File: src/sv/cfpd_pkg.sv
package cfpd_pkg;

  localparam int unsigned ADDR_W = 5;

  localparam logic [7:0]  SYNC_FIRST_RST  = 8'hAA;
  localparam logic [7:0]  SYNC_SECOND_RST = 8'h55;
  localparam logic [15:0] MAX_LEN_RST     = 16'd255;
  localparam logic [7:0]  ID_TLM_RST      = 8'd1;
  localparam logic [7:0]  ID_CMD_RST      = 8'd2;
  localparam logic [7:0]  ID_ACK_RST      = 8'd3;
  localparam logic [7:0]  ID_RSP_RST      = 8'd4;
  localparam logic [7:0]  ID_EVT_RST      = 8'd5;

  localparam logic [15:0] CRC_INIT = 16'hFFFF;
  localparam logic [15:0] CRC_POLY = 16'h1021;
  localparam logic [15:0] CRC_TOP  = 16'h8000;

  localparam logic [16:0] HDR_END   = 17'd11;
  localparam logic [16:0] MIN_FRAME = 17'd13;
  localparam logic [16:0] COUNT_MAX = 17'h1FFFF;

  typedef enum logic [2:0] {
    REG_SYNC_FIRST  = 3'd0,
    REG_SYNC_SECOND = 3'd1,
    REG_MAX_LEN     = 3'd2,
    REG_ID_TLM      = 3'd3,
    REG_ID_CMD      = 3'd4,
    REG_ID_ACK      = 3'd5,
    REG_ID_RSP      = 3'd6,
    REG_ID_EVT      = 3'd7
  } reg_idx_t;

  typedef enum logic [2:0] {
    ST_OK       = 3'd0,
    ST_LENGTH   = 3'd1,
    ST_SYNC     = 3'd2,
    ST_BAD_ID   = 3'd3,
    ST_OVERSIZE = 3'd4,
    ST_CRC      = 3'd5
  } status_t;

  typedef enum logic {
    KIND_PAYLOAD = 1'b0,
    KIND_STATUS  = 1'b1
  } kind_t;

  typedef struct packed {
    logic [7:0]  sync_first;
    logic [7:0]  sync_second;
    logic [15:0] max_len;
    logic [7:0]  id_tlm;
    logic [7:0]  id_cmd;
    logic [7:0]  id_ack;
    logic [7:0]  id_rsp;
    logic [7:0]  id_evt;
  } cfg_t;

  typedef struct packed {
    kind_t       kind;
    logic [7:0]  payload_byte;
    logic [15:0] payload_index;
    status_t     frame_status;
    logic [7:0]  message_ident;
    logic [15:0] payload_length;
    logic [15:0] sequence_number;
    logic [31:0] time_stamp;
  } result_t;

  function automatic logic [15:0] crc_fold(logic [15:0] crc, logic [7:0] b);
    logic [15:0] c;
    c = crc ^ {b, 8'h00};
    for (int k = 0; k < 8; k++) begin
      if ((c & CRC_TOP) != 16'h0000) begin
        c = {c[14:0], 1'b0} ^ CRC_POLY;
      end else begin
        c = {c[14:0], 1'b0};
      end
    end
    return c;
  endfunction

endpackage

File: src/sv/cfpd_cfg.sv
module cfpd_cfg (
  input  logic                           clk,
  input  logic                           rst_n,
  input  logic                           psel,
  input  logic                           penable,
  input  logic                           pwrite,
  input  logic [cfpd_pkg::ADDR_W-1:0]    paddr,
  input  logic [31:0]                    pwdata,
  output logic [31:0]                    prdata,
  output logic                           pready,
  output cfpd_pkg::cfg_t                 cfg
);

  cfpd_pkg::cfg_t     cfg_r;
  cfpd_pkg::cfg_t     cfg_nxt;
  cfpd_pkg::reg_idx_t idx;
  logic               wr;

  assign pready = 1'b1;
  assign wr     = psel && penable && pwrite;
  assign idx    = cfpd_pkg::reg_idx_t'(paddr[cfpd_pkg::ADDR_W-1:2]);
  assign cfg    = cfg_r;

  always_comb begin
    cfg_nxt = cfg_r;
    if (wr) begin
      unique case (idx)
        cfpd_pkg::REG_SYNC_FIRST:  cfg_nxt.sync_first  = pwdata[7:0];
        cfpd_pkg::REG_SYNC_SECOND: cfg_nxt.sync_second = pwdata[7:0];
        cfpd_pkg::REG_MAX_LEN:     cfg_nxt.max_len     = pwdata[15:0];
        cfpd_pkg::REG_ID_TLM:      cfg_nxt.id_tlm      = pwdata[7:0];
        cfpd_pkg::REG_ID_CMD:      cfg_nxt.id_cmd      = pwdata[7:0];
        cfpd_pkg::REG_ID_ACK:      cfg_nxt.id_ack      = pwdata[7:0];
        cfpd_pkg::REG_ID_RSP:      cfg_nxt.id_rsp      = pwdata[7:0];
        cfpd_pkg::REG_ID_EVT:      cfg_nxt.id_evt      = pwdata[7:0];
        default:                   cfg_nxt = cfg_r;
      endcase
    end
  end

  always_comb begin
    unique case (idx)
      cfpd_pkg::REG_SYNC_FIRST:  prdata = {24'h0, cfg_r.sync_first};
      cfpd_pkg::REG_SYNC_SECOND: prdata = {24'h0, cfg_r.sync_second};
      cfpd_pkg::REG_MAX_LEN:     prdata = {16'h0, cfg_r.max_len};
      cfpd_pkg::REG_ID_TLM:      prdata = {24'h0, cfg_r.id_tlm};
      cfpd_pkg::REG_ID_CMD:      prdata = {24'h0, cfg_r.id_cmd};
      cfpd_pkg::REG_ID_ACK:      prdata = {24'h0, cfg_r.id_ack};
      cfpd_pkg::REG_ID_RSP:      prdata = {24'h0, cfg_r.id_rsp};
      cfpd_pkg::REG_ID_EVT:      prdata = {24'h0, cfg_r.id_evt};
      default:                   prdata = 32'h0;
    endcase
  end

  always_ff @(posedge clk) begin
    if (!rst_n) begin
      cfg_r.sync_first  <= cfpd_pkg::SYNC_FIRST_RST;
      cfg_r.sync_second <= cfpd_pkg::SYNC_SECOND_RST;
      cfg_r.max_len     <= cfpd_pkg::MAX_LEN_RST;
      cfg_r.id_tlm      <= cfpd_pkg::ID_TLM_RST;
      cfg_r.id_cmd      <= cfpd_pkg::ID_CMD_RST;
      cfg_r.id_ack      <= cfpd_pkg::ID_ACK_RST;
      cfg_r.id_rsp      <= cfpd_pkg::ID_RSP_RST;
      cfg_r.id_evt      <= cfpd_pkg::ID_EVT_RST;
    end else begin
      cfg_r <= cfg_nxt;
    end
  end

endmodule

File: src/sv/cfpd_parse.sv
module cfpd_parse (
  input  logic                clk,
  input  logic                rst_n,
  input  cfpd_pkg::cfg_t      cfg,
  input  logic                acc,
  input  logic [7:0]          byte_in,
  input  logic                last,
  output logic                emit,
  output cfpd_pkg::result_t   res
);

  logic [16:0] cnt_r,   cnt_nxt,   cnt_inc;
  logic [15:0] crc_r,   crc_nxt,   crc_upd;
  logic [7:0]  held0_r, held0_nxt;
  logic [7:0]  held1_r, held1_nxt;
  logic        sync_r,  sync_nxt,  sync_upd;
  logic [7:0]  ident_r, ident_nxt, ident_upd;
  logic [15:0] len_r,   len_nxt,   len_upd;
  logic [15:0] seq_r,   seq_nxt,   seq_upd;
  logic [31:0] stamp_r, stamp_nxt, stamp_upd;

  logic [16:0] ofs;
  logic [16:0] exp_len;
  logic [15:0] got;
  logic        id_ok;
  logic        in_payload;
  cfpd_pkg::status_t st;

  // header capture by byte offset
  always_comb begin
    sync_upd  = sync_r;
    ident_upd = ident_r;
    len_upd   = len_r;
    seq_upd   = seq_r;
    stamp_upd = stamp_r;
    unique case (cnt_r)
      17'd0:   if (byte_in != cfg.sync_first)  sync_upd = 1'b0;
      17'd1:   if (byte_in != cfg.sync_second) sync_upd = 1'b0;
      17'd2:   ident_upd = byte_in;
      17'd3,
      17'd4:   len_upd = {len_r[7:0], byte_in};
      17'd5,
      17'd6:   seq_upd = {seq_r[7:0], byte_in};
      17'd7,
      17'd8,
      17'd9,
      17'd10:  stamp_upd = {stamp_r[23:0], byte_in};
      default: ;
    endcase
  end

  assign crc_upd = (cnt_r >= 17'd4) ? cfpd_pkg::crc_fold(crc_r, held0_r) : crc_r;
  assign cnt_inc = (cnt_r == cfpd_pkg::COUNT_MAX) ? cnt_r : cnt_r + 17'd1;
  assign got     = {held1_r, byte_in};
  assign exp_len = cfpd_pkg::MIN_FRAME + {1'b0, len_upd};
  assign id_ok   = (ident_upd == cfg.id_tlm) || (ident_upd == cfg.id_cmd) ||
                   (ident_upd == cfg.id_ack) || (ident_upd == cfg.id_rsp) ||
                   (ident_upd == cfg.id_evt);

  always_comb begin
    priority if (cnt_inc < cfpd_pkg::MIN_FRAME) st = cfpd_pkg::ST_LENGTH;
    else if (!sync_upd)                         st = cfpd_pkg::ST_SYNC;
    else if (!id_ok)                            st = cfpd_pkg::ST_BAD_ID;
    else if (len_upd > cfg.max_len)             st = cfpd_pkg::ST_OVERSIZE;
    else if (cnt_inc != exp_len)                st = cfpd_pkg::ST_LENGTH;
    else if (got != crc_upd)                    st = cfpd_pkg::ST_CRC;
    else                                        st = cfpd_pkg::ST_OK;
  end

  assign ofs        = cnt_r - cfpd_pkg::HDR_END;
  assign in_payload = (cnt_r >= cfpd_pkg::HDR_END) &&
                      (cnt_r < cfpd_pkg::HDR_END + {1'b0, len_r});
  assign emit       = last || in_payload;

  always_comb begin
    res = '0;
    if (last) begin
      res.kind            = cfpd_pkg::KIND_STATUS;
      res.frame_status    = st;
      res.message_ident   = ident_upd;
      res.payload_length  = len_upd;
      res.sequence_number = seq_upd;
      res.time_stamp      = stamp_upd;
    end else begin
      res.kind          = cfpd_pkg::KIND_PAYLOAD;
      res.payload_byte  = byte_in;
      res.payload_index = ofs[15:0];
    end
  end

  // end mark returns the frame state to its cleared values
  always_comb begin
    cnt_nxt   = cnt_r;
    crc_nxt   = crc_r;
    held0_nxt = held0_r;
    held1_nxt = held1_r;
    sync_nxt  = sync_r;
    ident_nxt = ident_r;
    len_nxt   = len_r;
    seq_nxt   = seq_r;
    stamp_nxt = stamp_r;
    if (acc) begin
      if (last) begin
        cnt_nxt   = '0;
        crc_nxt   = cfpd_pkg::CRC_INIT;
        held0_nxt = '0;
        held1_nxt = '0;
        sync_nxt  = 1'b1;
        ident_nxt = '0;
        len_nxt   = '0;
        seq_nxt   = '0;
        stamp_nxt = '0;
      end else begin
        cnt_nxt   = cnt_inc;
        crc_nxt   = crc_upd;
        held0_nxt = held1_r;
        held1_nxt = byte_in;
        sync_nxt  = sync_upd;
        ident_nxt = ident_upd;
        len_nxt   = len_upd;
        seq_nxt   = seq_upd;
        stamp_nxt = stamp_upd;
      end
    end
  end

  always_ff @(posedge clk) begin
    if (!rst_n) begin
      cnt_r   <= '0;
      crc_r   <= cfpd_pkg::CRC_INIT;
      held0_r <= '0;
      held1_r <= '0;
      sync_r  <= 1'b1;
      ident_r <= '0;
      len_r   <= '0;
      seq_r   <= '0;
      stamp_r <= '0;
    end else begin
      cnt_r   <= cnt_nxt;
      crc_r   <= crc_nxt;
      held0_r <= held0_nxt;
      held1_r <= held1_nxt;
      sync_r  <= sync_nxt;
      ident_r <= ident_nxt;
      len_r   <= len_nxt;
      seq_r   <= seq_nxt;
      stamp_r <= stamp_nxt;
    end
  end

endmodule

File: src/sv/cfpd_obuf.sv
module cfpd_obuf (
  input  logic                clk,
  input  logic                rst_n,
  input  logic                load,
  input  cfpd_pkg::result_t   res_in,
  output logic                can_take,
  output logic                vld,
  input  logic                rdy,
  output cfpd_pkg::result_t   res_out
);

  logic              vld_r, vld_nxt;
  cfpd_pkg::result_t res_r, res_nxt;

  assign can_take = !vld_r || rdy;
  assign vld      = vld_r;
  assign res_out  = res_r;

  always_comb begin
    vld_nxt = vld_r;
    res_nxt = res_r;
    if (can_take) begin
      vld_nxt = load;
      if (load) begin
        res_nxt = res_in;
      end
    end
  end

  always_ff @(posedge clk) begin
    if (!rst_n) begin
      vld_r <= 1'b0;
    end else begin
      vld_r <= vld_nxt;
    end
  end

  always_ff @(posedge clk) begin
    res_r <= res_nxt;
  end

endmodule

File: src/sv/crc_framed_packet_decoder.sv
// channel | handshake              | beat
// in      | in_valid / in_ready    | in_byte, in_frame_end
// out     | out_valid / out_ready  | out_result_kind .. out_time_stamp
// cfg     | psel, penable, pwrite  | paddr, pwdata, prdata (pready tied high)
//
// One byte per cycle; header, CRC-16 byte update and all frame checks are
// evaluated in the accept cycle and land in the output register.
// A result shows on out in the cycle after its byte is accepted.
// in_ready drops only while a result sits in the output register and
// out_ready is low. Synchronous active-low reset; no clearing pass.
module crc_framed_packet_decoder (
  input  logic                         clk,
  input  logic                         rst_n,

  input  logic                         in_valid,
  output logic                         in_ready,
  input  logic [7:0]                   in_byte,
  input  logic                         in_frame_end,

  output logic                         out_valid,
  input  logic                         out_ready,
  output logic                         out_result_kind,
  output logic [7:0]                   out_payload_byte,
  output logic [15:0]                  out_payload_index,
  output logic [2:0]                   out_frame_status,
  output logic [7:0]                   out_message_ident,
  output logic [15:0]                  out_payload_length,
  output logic [15:0]                  out_sequence_number,
  output logic [31:0]                  out_time_stamp,

  input  logic                         psel,
  input  logic                         penable,
  input  logic                         pwrite,
  input  logic [cfpd_pkg::ADDR_W-1:0]  paddr,
  input  logic [31:0]                  pwdata,
  output logic [31:0]                  prdata,
  output logic                         pready
);

  cfpd_pkg::cfg_t    cfg;
  cfpd_pkg::result_t res;
  cfpd_pkg::result_t res_q;
  logic              acc;
  logic              emit;
  logic              can_take;

  assign in_ready = can_take;
  assign acc      = in_valid && can_take;

  cfpd_cfg u_cfg (
    .clk     (clk),
    .rst_n   (rst_n),
    .psel    (psel),
    .penable (penable),
    .pwrite  (pwrite),
    .paddr   (paddr),
    .pwdata  (pwdata),
    .prdata  (prdata),
    .pready  (pready),
    .cfg     (cfg)
  );

  cfpd_parse u_parse (
    .clk     (clk),
    .rst_n   (rst_n),
    .cfg     (cfg),
    .acc     (acc),
    .byte_in (in_byte),
    .last    (in_frame_end),
    .emit    (emit),
    .res     (res)
  );

  cfpd_obuf u_obuf (
    .clk      (clk),
    .rst_n    (rst_n),
    .load     (acc && emit),
    .res_in   (res),
    .can_take (can_take),
    .vld      (out_valid),
    .rdy      (out_ready),
    .res_out  (res_q)
  );

  assign out_result_kind     = res_q.kind;
  assign out_payload_byte    = res_q.payload_byte;
  assign out_payload_index   = res_q.payload_index;
  assign out_frame_status    = res_q.frame_status;
  assign out_message_ident   = res_q.message_ident;
  assign out_payload_length  = res_q.payload_length;
  assign out_sequence_number = res_q.sequence_number;
  assign out_time_stamp      = res_q.time_stamp;

endmodule

File: config.mk
export PLATFORM = sky130hd
export DESIGN_NAME = crc_framed_packet_decoder
export DESIGN_NICKNAME = d
export VERILOG_FILES = /design/src/sv/cfpd_pkg.sv /design/src/sv/cfpd_cfg.sv /design/src/sv/cfpd_parse.sv /design/src/sv/cfpd_obuf.sv /design/src/sv/crc_framed_packet_decoder.sv
export SDC_FILE = /design/constraint.sdc
export NUM_CORES = 1
export LEC_CHECK = 0
export ABC_AREA = 1
export BUFFER_PORTS_ARGS = -buffer_cell sky130_fd_sc_hd__buf_2
export CORE_MARGIN = 2
export CORE_UTILIZATION = 40
export CTS_BUF_LIST = sky130_fd_sc_hd__clkbuf_8
export DETAILED_ROUTE_END_ITERATION = 16
export PLACE_DENSITY = 0.58
export RECOVER_POWER = 50
export SYNTH_ARGS = -nofsm -noshare
export SYNTH_HDL_FRONTEND = slang
export SYNTH_HIERARCHICAL = 1
export SYNTH_SLANG_ARGS = --single-unit
File: constraint.sdc
create_clock -name clk -period 8.6 [get_ports clk]
set_input_delay 1.72 -clock clk [delete_from_list [all_inputs] [get_ports clk]]
set_output_delay 1.72 -clock clk [all_outputs]
set_load 0.02 [all_outputs]
==> flow_summary.yaml, run 1 <==
setup_path:
  crit_start: "in_frame_end"
  critPathMaxStageDelay_ns: 2.93
  r2r-start: "u_parse/len_r[0]"
  path_delay_family: "buffers and inverters"
  crit_fanout: 86
  worstPathRequired_ns: 8.75
  crit_top_cell: "clkbuf_1"
  cp-start-kind: "input pin"
  path_class: "in -> reg"
  crit_chain: "buf_2 > clkbuf_1 > clkinv_1 > clkbuf_1 > nor2_1"
  path_buf_inv: 4
  critical_path_arrival_ns: 6.24
  slowest_stage: "clkbuf_1"
  end_kind: "flip-flop"
finish:
  insertedDiodeCount: 0
  nets: 2426
  area_delta_synth_final_pct: 9.97
  final_common_cell: "nand2_1"
  mostFrequentLayoutCells: "416 x nand2_1, 366 x nor2_1, 267 x inv_1, 195 x dfxtp_1, 139 x o21ai_0"
  drive_above_1_share_pct: 8.66
  final_cell_area_mm2: 0.0184
  final_cells: 2910
sta:
  finClkSkew_ns: 0.0535
  fin_crit_ns: 6.09
  hold_viol: 0
  setup_tns_ns: 0
  fin_crit_sh_pct: 70.8
  slew_headroom_pct: -178
  worstMarginPinSlew_ns: 4.17
  finalSetupViolCount: 0
  drv_slew: 193
  max_freq_mhz: 164
  setup_ws_ns: 2.51
  grt_setup_unrepaired: "false"
global_routing:
  grt_overflow: 0
  grt_pass1_wl_um: 78000
  grt_usage_pct: 22.6
  grt_pass1_vias: 14172
  grt_antenna_before_repair: 0
  grt_max_degree: 87
placed_design:
  dp_cells: 2813
  port_buffers: 152
  dp_hpwl_um: 34300
  place_area_mm2: 0.0176
  dp_slack_ns: 3.21
  globalplace.congestion: 0.895
power:
  finalPower_mw: 3.10
  powerDensity_mw_per_mm2: 168
  power.leakage_nw: 7.72
  ir_drop_mv: 0.111
synthesis:
  avgSynthCellArea_um2: 7.47
  syn_area_mm2: 0.0168
  synth_area_leaders: "dfxtp_1 23%, edfxtp_1 18%, nand2_1 9.3%, nor2_1 8.0%, inv_1 5.6%"
  synth_top_area_share_pct: 23.3
  synth_cell_types: 50
  yosysWarnings: 6
  synth_top_area_cell: "dfxtp_1"
  synth_edf_count: 100
  synth-seq-area-share_pct: 41.2
  synthArstFlopShare_pct: 0
  synth_flop_cell: "dfxtp_1"
  synth_seq_cells: 295
  netlist_instances: 2244
cts:
  hold_buffers: 0
  cts_tree: "yes"
  cts.sinks: 295
  clockBufferDepth: 3
  cts_resized: 0
  ctsRootBufferMaster: "clkbuf_8"
  cts.clk_slew.worst_paths_ns: 0.06
  cts_buffers: 52
  htreeDepth: 2
  cts_setup_buffers: 0
  clock_latency_ns: 0.67
floorplan:
  die_area_mm2: 0.0435
  die_x_um: 209
  io_pins: 188
  core_area_mm2: 0.0411
  initial_core_util_pct: 40.8
  num_rows: 74
  die_y_um: 209
drt:
  routedWlPerCell_um: 17.3
  via_per_inst: 5.18
  routed_wl_um: 50400
  drt-initial-drc-count: 1012
  drc: 0
  vias: 15079
  antenna_left: 0
  dr.pass1.iters: 5
outcome:
  status: "complete, but fails checks"
  violations: "capacitance limit, slew limit"
worst_hold_path:
  hp-class: "reg -> reg"
  hp-start: "u_parse/len_r[14]"
run:
  maxCapViolCount: 3
layout make-up:
class,instances,area [µm²]
tap,532,666
clock inverter,37,246
sequential,295,6910
inverter,263,988
clock buffer,60,826
timing repair buffer,162,696
fill,4303,22700
multi-input combinational,1561,8100
flip-flops by register name (all words and copies together) (netlist names):
signal and count:
u_obuf/res_out 100, u_cfg/cfg 72, u_parse/stamp_r 32, u_parse/cnt_r 17, u_parse/crc_r 16, u_parse/len_r 16
u_parse/seq_r 16, u_parse/held0_r 8, u_parse/held1_r 8, u_parse/ident_r 8, u_obuf/vld 1, u_parse/sync_r 1
worst paths after layout:
check | end | slack [ns] | cells past startpoint
max | u_obuf/res_out[50] | 2.51 | 5
min | u_parse/len_r[14] | 0.47 | 2
max reg2reg | u_obuf/res_out[51] | 3.42 | 20
min reg2reg | u_parse/len_r[14] | 0.47 | 2
routing by layer:
metal	part of all wire, %	routed length, µm	up-vias	track usage, %
li1	-	-	7476	-
met1	45	22900	7043	30.8
met2	45	22900	487	35.9
met3	6.7	3380	73	4.04
met4	2.3	1170	0	8.00
met5	0	0	-	0
metrics by stage:
| step | hold WS (ns) | util (%) |
|---|---|---|
| after floorplan | 0.435 | - |
| after global placement | 0.449 | 42.8 |
| after detailed placement | 0.464 | 42.8 |
| after CTS | 0.472 | 45.4 |
| after global routing | 0.490 | 44.8 |
| final | 0.469 | 44.8 |
worst reg2reg max path, delay by kind of cell, from the launching register on:
kind	cells	cell delay, ns
AO/OA/AOI/OAI	5	1.14
buffers and inverters	6	1.67
AND/OR/NAND/NOR	6	0.75
XOR/XNOR	1	0.19
adder cells (fa/ha/maj)	2	0.50
flip-flops	1	0.49
logic make-up after synthesis:
| family | share of synthesized area [%] |
|---|---|
| xor gates and xnor gates | 5.88 |
| and+or+nand+nor | 28.2 |
| buffers and inverters | 10.3 |
| adders and majority gates | 2.84 |
| AOI/OAI and AO/OA | 11.5 |
| other | 0.0448 |
| DFF | 41.2 |
report_power, final:
part	internal [mW]	switching (mW)
logic	0.0664	0.205
clock network	0.708	0.626
registers	1.47	0.0190
total	2.25	0.850
cell usage after synthesis (16+ instances only):
library cell and count:
nor2_4 16, o21ai_1 18, clkbuf_1 78, nand3_1 98, nand2_1 415, ha_1 38
xnor2_1 47, nand4_1 83, xor2_1 61, nor2_1 358, dfxtp_1 195, buf_4 27
inv_1 248, nor3_1 20, buf_2 20, o22ai_1 56, a21oi_1 92, edfxtp_1 100
o21ai_0 139, nand2_2 22
No activity file was read; power rests on OpenSTA's default activity.
==> run 2, diff against run 1 <==
clock period = 5.76 ns   (was 8.6 ns; I/O delays follow)
==> flow_summary.yaml, run 2 (synthesis results as in run 1) <==
global_routing:
  grt_pass1_wl_um: 78200
  grt_overflow: 0
  grt_antenna_before_repair: 0
  grt_pass1_vias: 13914
  grt_max_degree: 101
  grt_usage_pct: 22.6
finish:
  nets: 2428
  insertedDiodeCount: 0
  drive_above_1_share_pct: 8.49
  largest_reg_flops: 100
  mostFrequentLayoutCells: "416 x nand2_1, 366 x nor2_1, 274 x inv_1, 195 x dfxtp_1, 139 x o21ai_0"
  final_common_cell: "nand2_1"
  area_delta_synth_final_pct: 9.69
sta:
  fin_crit_sh_pct: 82.1
  grt_setup_unrepaired: "false"
  max_freq_mhz: 211
  setup_tns_ns: 0
  finalSetupViolCount: 0
  drv_slew: 219
  setup_ws_ns: 1.03
  finClkSkew_ns: 0.0391
  hold_viol: 0
  fin_hold_ws_ns: 0.465
  worstMarginPinSlew_ns: 2.70
  fin_crit_ns: 4.73
  slew_headroom_pct: -79.9
setup_path:
  ff2ff_path_depth: 19
  end_kind: "output pin"
  crit_fanout: 31
  crit_end: "prdata[6]"
  path_class: "in -> out"
  crit_start: "paddr[2]"
  r2r-start: "u_parse/len_r[0]"
  cp-start-kind: "input pin"
  worstPathRequired_ns: 4.61
  critical_path_arrival_ns: 3.58
  reg2reg_slack_ns: 1.27
  rr_endpoint: "u_obuf/res_out[49]"
floorplan:
  die_x_um: 209
  die_y_um: 209
  initial_core_util_pct: 40.8
  die_area_mm2: 0.0435
  io_pins: 188
  num_rows: 74
  core_area_mm2: 0.0411
worst_hold_path:
  hp-class: "reg -> reg"
drt:
  drt-initial-drc-count: 1098
  vias: 15050
  routed_wl_um: 50400
  antenna_left: 0
  dr.pass1.iters: 5
  drc: 0
  routedWlPerCell_um: 17.3
  via_per_inst: 5.17
cts:
  clock_latency_ns: 0.64
  hold_buffers: 0
  cts.clk_slew.worst_paths_ns: 0.06
  cts_resized: 0
  cts.sinks: 295
  clockBufferDepth: 3
  cts_buffers: 52
  ctsRootBufferMaster: "clkbuf_8"
  cts_setup_buffers: 0
  htreeDepth: 2
  cts_tree: "yes"
placed_design:
  dp_hpwl_um: 33900
  dp_slack_ns: 1.42
  globalplace.congestion: 0.907
  port_buffers: 152
run:
  maxCapViolCount: 4
outcome:
  status: "complete, but fails checks"
  violations: "capacitance limit, slew limit"
power:
  powerDensity_mw_per_mm2: 244
  ir_drop_mv: 0.178
  power.leakage_nw: 7.71
[run 2: cell types whose count changed in the layout (fill, tap and decap cells not counted), sizes merged]
| cell | before | now |
|---|---|---|
| clkbuf | 166 | 167 |
| inv | 277 | 284 |
| clkinv | 20 | 14 |
| bufinv | 2 | 0 |
[run 2: metal layers]
layer  vias up  GRT usage, %  routed length, µm
li1       7466             -                  -
met1      7041          32.1              23300
met2       475          35.4              22700
met3        68          3.73               3390
met4         0          6.65                993
met5         -             0                  0
[run 2: worst min path at each step]
stage               slack [ns]               start  depth (start not counted)                  to
floorplan                 0.43      u_parse/sync_r                          2      u_parse/sync_r
global placement          0.45      u_parse/sync_r                          2      u_parse/sync_r
detailed placement        0.46      u_parse/sync_r                          2      u_parse/sync_r
CTS                       0.46  u_parse/held1_r[0]                          2  u_parse/held0_r[0]
global route              0.48  u_parse/held1_r[0]                          2  u_parse/held0_r[0]
finish                    0.47  u_parse/held1_r[0]                          2  u_parse/held0_r[0]
[run 2: cell type report]
type,count,area (µm²)
Timing Repair Buffer,164,719
Clock buffer,59,812
Multi-Input combinational cell,1561,8120
Sequential cell,295,6910
Tap cell,532,666
Inverter,263,988
Clock inverter,36,173
Fill cell,4285,22700
[run 2: through the flow]
| stage | area [µm²] | utilization [%] | instances | total power [mW] |
|---|---|---|---|---|
| global placement | 17600 | 42.9 | 2815 | 2.69 |
| floorplan | 16800 | - | 2259 | 2.56 |
| detailed placement | 17600 | 42.9 | 2815 | 2.69 |
| CTS | 18600 | 45.3 | 2910 | 4.57 |
| finish | 18400 | 44.7 | 2910 | 4.49 |
| global route | 18400 | 44.7 | 2910 | 4.68 |
[run 2: worst max-delay path: stages]
cell and delay, ns:
clkbuf_1 0.90, inv_1 0.48, nand3_1 0.43, nor2_1 0.09, nor2_1 0.17, nand3_1 0.16
buf_2 0.19
[run 2: power breakdown]
part | internal, mW | switching [mW]
clock | 0.941 | 0.915
sequential | 2.20 | 0.0288
combinational | 0.0995 | 0.306
==> run 3, diff against run 2 <==
PLACE_DENSITY = 0.6   (was 0.58)
clock period = 4.18 ns   (was 5.76 ns; I/O delays follow)
==> flow_summary.yaml, run 3 (synthesis results as in run 1) <==
global_routing:
  grt_usage_pct: 23.0
  grt_overflow: 0
  grt_max_degree: 87
  grt_antenna_before_repair: 0
  grt_pass1_wl_um: 79700
  grt_pass1_vias: 14402
run:
  maxCapViolCount: 2
setup_path:
  crit_chain: "clkbuf_1 > inv_1 > nand3_4 > nor2_1 > nor2_1 > nand3_1 > buf_2"
  path_class: "in -> out"
  crit_fanout: 31
  slowest_stage: "clkbuf_1"
  ff2ff_path_depth: 19
  path_delay_family: "buffers and inverters"
  rr_endpoint: "u_obuf/res_out[56]"
  worstPathRequired_ns: 3.34
  reg2reg_slack_ns: 0.42
  cp-start-kind: "input pin"
  path_buf_inv: 3
  critPathMaxStageDelay_ns: 0.93
  r2r-start: "u_parse/len_r[0]"
  critical_path_arrival_ns: 3.10
  crit_top_cell: "nor2_1"
  end_kind: "output pin"
drt:
  drc: 0
  drt-initial-drc-count: 1340
  routed_wl_um: 50700
  via_per_inst: 5.25
  dr.pass1.iters: 6
  routedWlPerCell_um: 17.2
  antenna_left: 0
  vias: 15454
finish:
  final_common_cell: "nand2_1"
  mostFrequentLayoutCells: "418 x nand2_1, 364 x nor2_1, 274 x inv_1, 192 x dfxtp_1, 137 x o21ai_0"
  largest_reg_flops: 100
  final-seq-area_mm2: 0.00691
  area_delta_synth_final_pct: 12.0
  drive_above_1_share_pct: 9.99
  fillers: 4300
  nets: 2461
  insertedDiodeCount: 0
  multi_input_area_mm2: 0.00815
  fin_util_pct: 45.7
sta:
  fin_crit_sh_pct: 94.1
  slew_headroom_pct: -32.5
  max_freq_mhz: 254
  drv_slew: 130
  worstMarginPinSlew_ns: 1.99
  setup_tns_ns: 0
  finalSetupViolCount: 0
  grt_setup_unrepaired: "false"
  finClkSkew_ns: 0.0439
  hold_viol: 0
  setup_ws_ns: 0.247
  fin_crit_ns: 3.93
floorplan:
  io_pins: 188
  core_area_mm2: 0.0411
  die_y_um: 209
  num_rows: 74
  die_area_mm2: 0.0435
  die_x_um: 209
  initial_core_util_pct: 40.8
placed_design:
  globalplace.congestion: 0.944
  dp_slack_ns: 0.364
  port_buffers: 152
  dp_hpwl_um: 35200
cts:
  cts_buffers: 54
  cts_resized: 0
  cts.clk_slew.worst_paths_ns: 0.05
  cts.sinks: 295
  cts_tree: "yes"
  ctsRootBufferMaster: "clkbuf_8"
  htreeDepth: 2
  hold_buffers: 0
  clock_latency_ns: 0.66
  clockBufferDepth: 3
outcome:
  violations: "capacitance limit, slew limit"
  status: "complete, but fails checks"
power:
  powerDensity_mw_per_mm2: 343
  ir_drop_mv: 0.277
  power.leakage_nw: 7.93
worst_hold_path:
  hold_end: "u_cfg/cfg[54]"
  hp-start: "pwdata[14]"
  hp-class: "in -> reg"
  hold_depth: 3
## run 3: cell types whose count changed in the layout (fill, tap and decap cells not counted), sizes merged
| cell | change |
|---|---|
| clkinvlp | -1 |
| buf | +31 |
| bufinv | +4 |
| clkinv | +1 |
| clkbuf | -1 |
## run 3: how the worst max path moves through the flow
stage	from	to	slack [ns]	depth (start not counted)
floorplan	u_parse/len_r[0]	u_obuf/res_out[0]	-0.20	19
detailed placement	u_parse/len_r[0]	u_obuf/res_out[55]	0.36	18
global route	u_parse/cnt_r[0]	u_obuf/res_out[72]	0.07	22
finish	paddr[2]	prdata[5]	0.25	7
CTS	u_parse/len_r[0]	u_obuf/res_out[56]	0.33	18
global placement	u_parse/len_r[0]	u_obuf/res_out[55]	0.34	18
## run 3: metrics by stage
step	hold WS (ns)	power, mW	cell area (µm²)	std cells
6_report	0.442	6.44	18800	2944
5_1_grt	0.419	6.71	18800	2944
4_1_cts	0.400	6.53	19000	2941
3_5_place_dp	0.452	3.72	17900	2843
3_3_place_gp	0.447	3.71	17900	2843
2_1_floorplan	0.435	3.53	16800	2259
## run 3: layer usage
metal	wire [µm]	share of wire, %	up-vias	GRT usage, %
li1	-	-	7534	-
met1	23100	46	7251	32.6
met2	22500	44	589	36.1
met3	4110	8.1	80	4.30
met4	984	1.9	0	5.74
met5	0	0	-	0
## run 3: power by group
part | internal, mW | total, mW | leakage, nW | switching [mW]
Combinational | 0.149 | 0.576 | 4.76 | 0.427
Clock | 1.53 | 2.79 | 0.635 | 1.26
Sequential | 3.03 | 3.07 | 2.54 | 0.0403
Total | 4.71 | 6.44 | 7.93 | 1.72
## run 3: worst reg2reg max path, stage by stage, from the launching register on
cell	delay, ns
dfxtp_2	0.40
o21ai_1	0.13
a21oi_1	0.24
nand2_1	0.10
nor2_2	0.15
nand4_1	0.16
o21ai_0	0.19
o21ai_0	0.13
ha_1	0.29
nand2_1	0.09
nor2_1	0.05
a211oi_1	0.17
a21oi_1	0.12
o31ai_1	0.36
inv_1	0.15
nor2_2	0.14
inv_2	0.06
a21oi_4	0.13
buf_4	0.15
buf_12	0.20
## run 3: cell type report
cell class,instances,area share [%]
clock buffer,58,4.25
clock inverter,40,1.53
inverter,263,5.27
multi-input combinational,1561,43.4
sequential,295,36.8
tap,532,3.55
timing repair buffer,195,5.21
## run 3: timing repair
action	in CTS	in global routing
buffers inserted	0	3
hold endpoints to repair	0	0
endpoints found under the setup margin	0	5
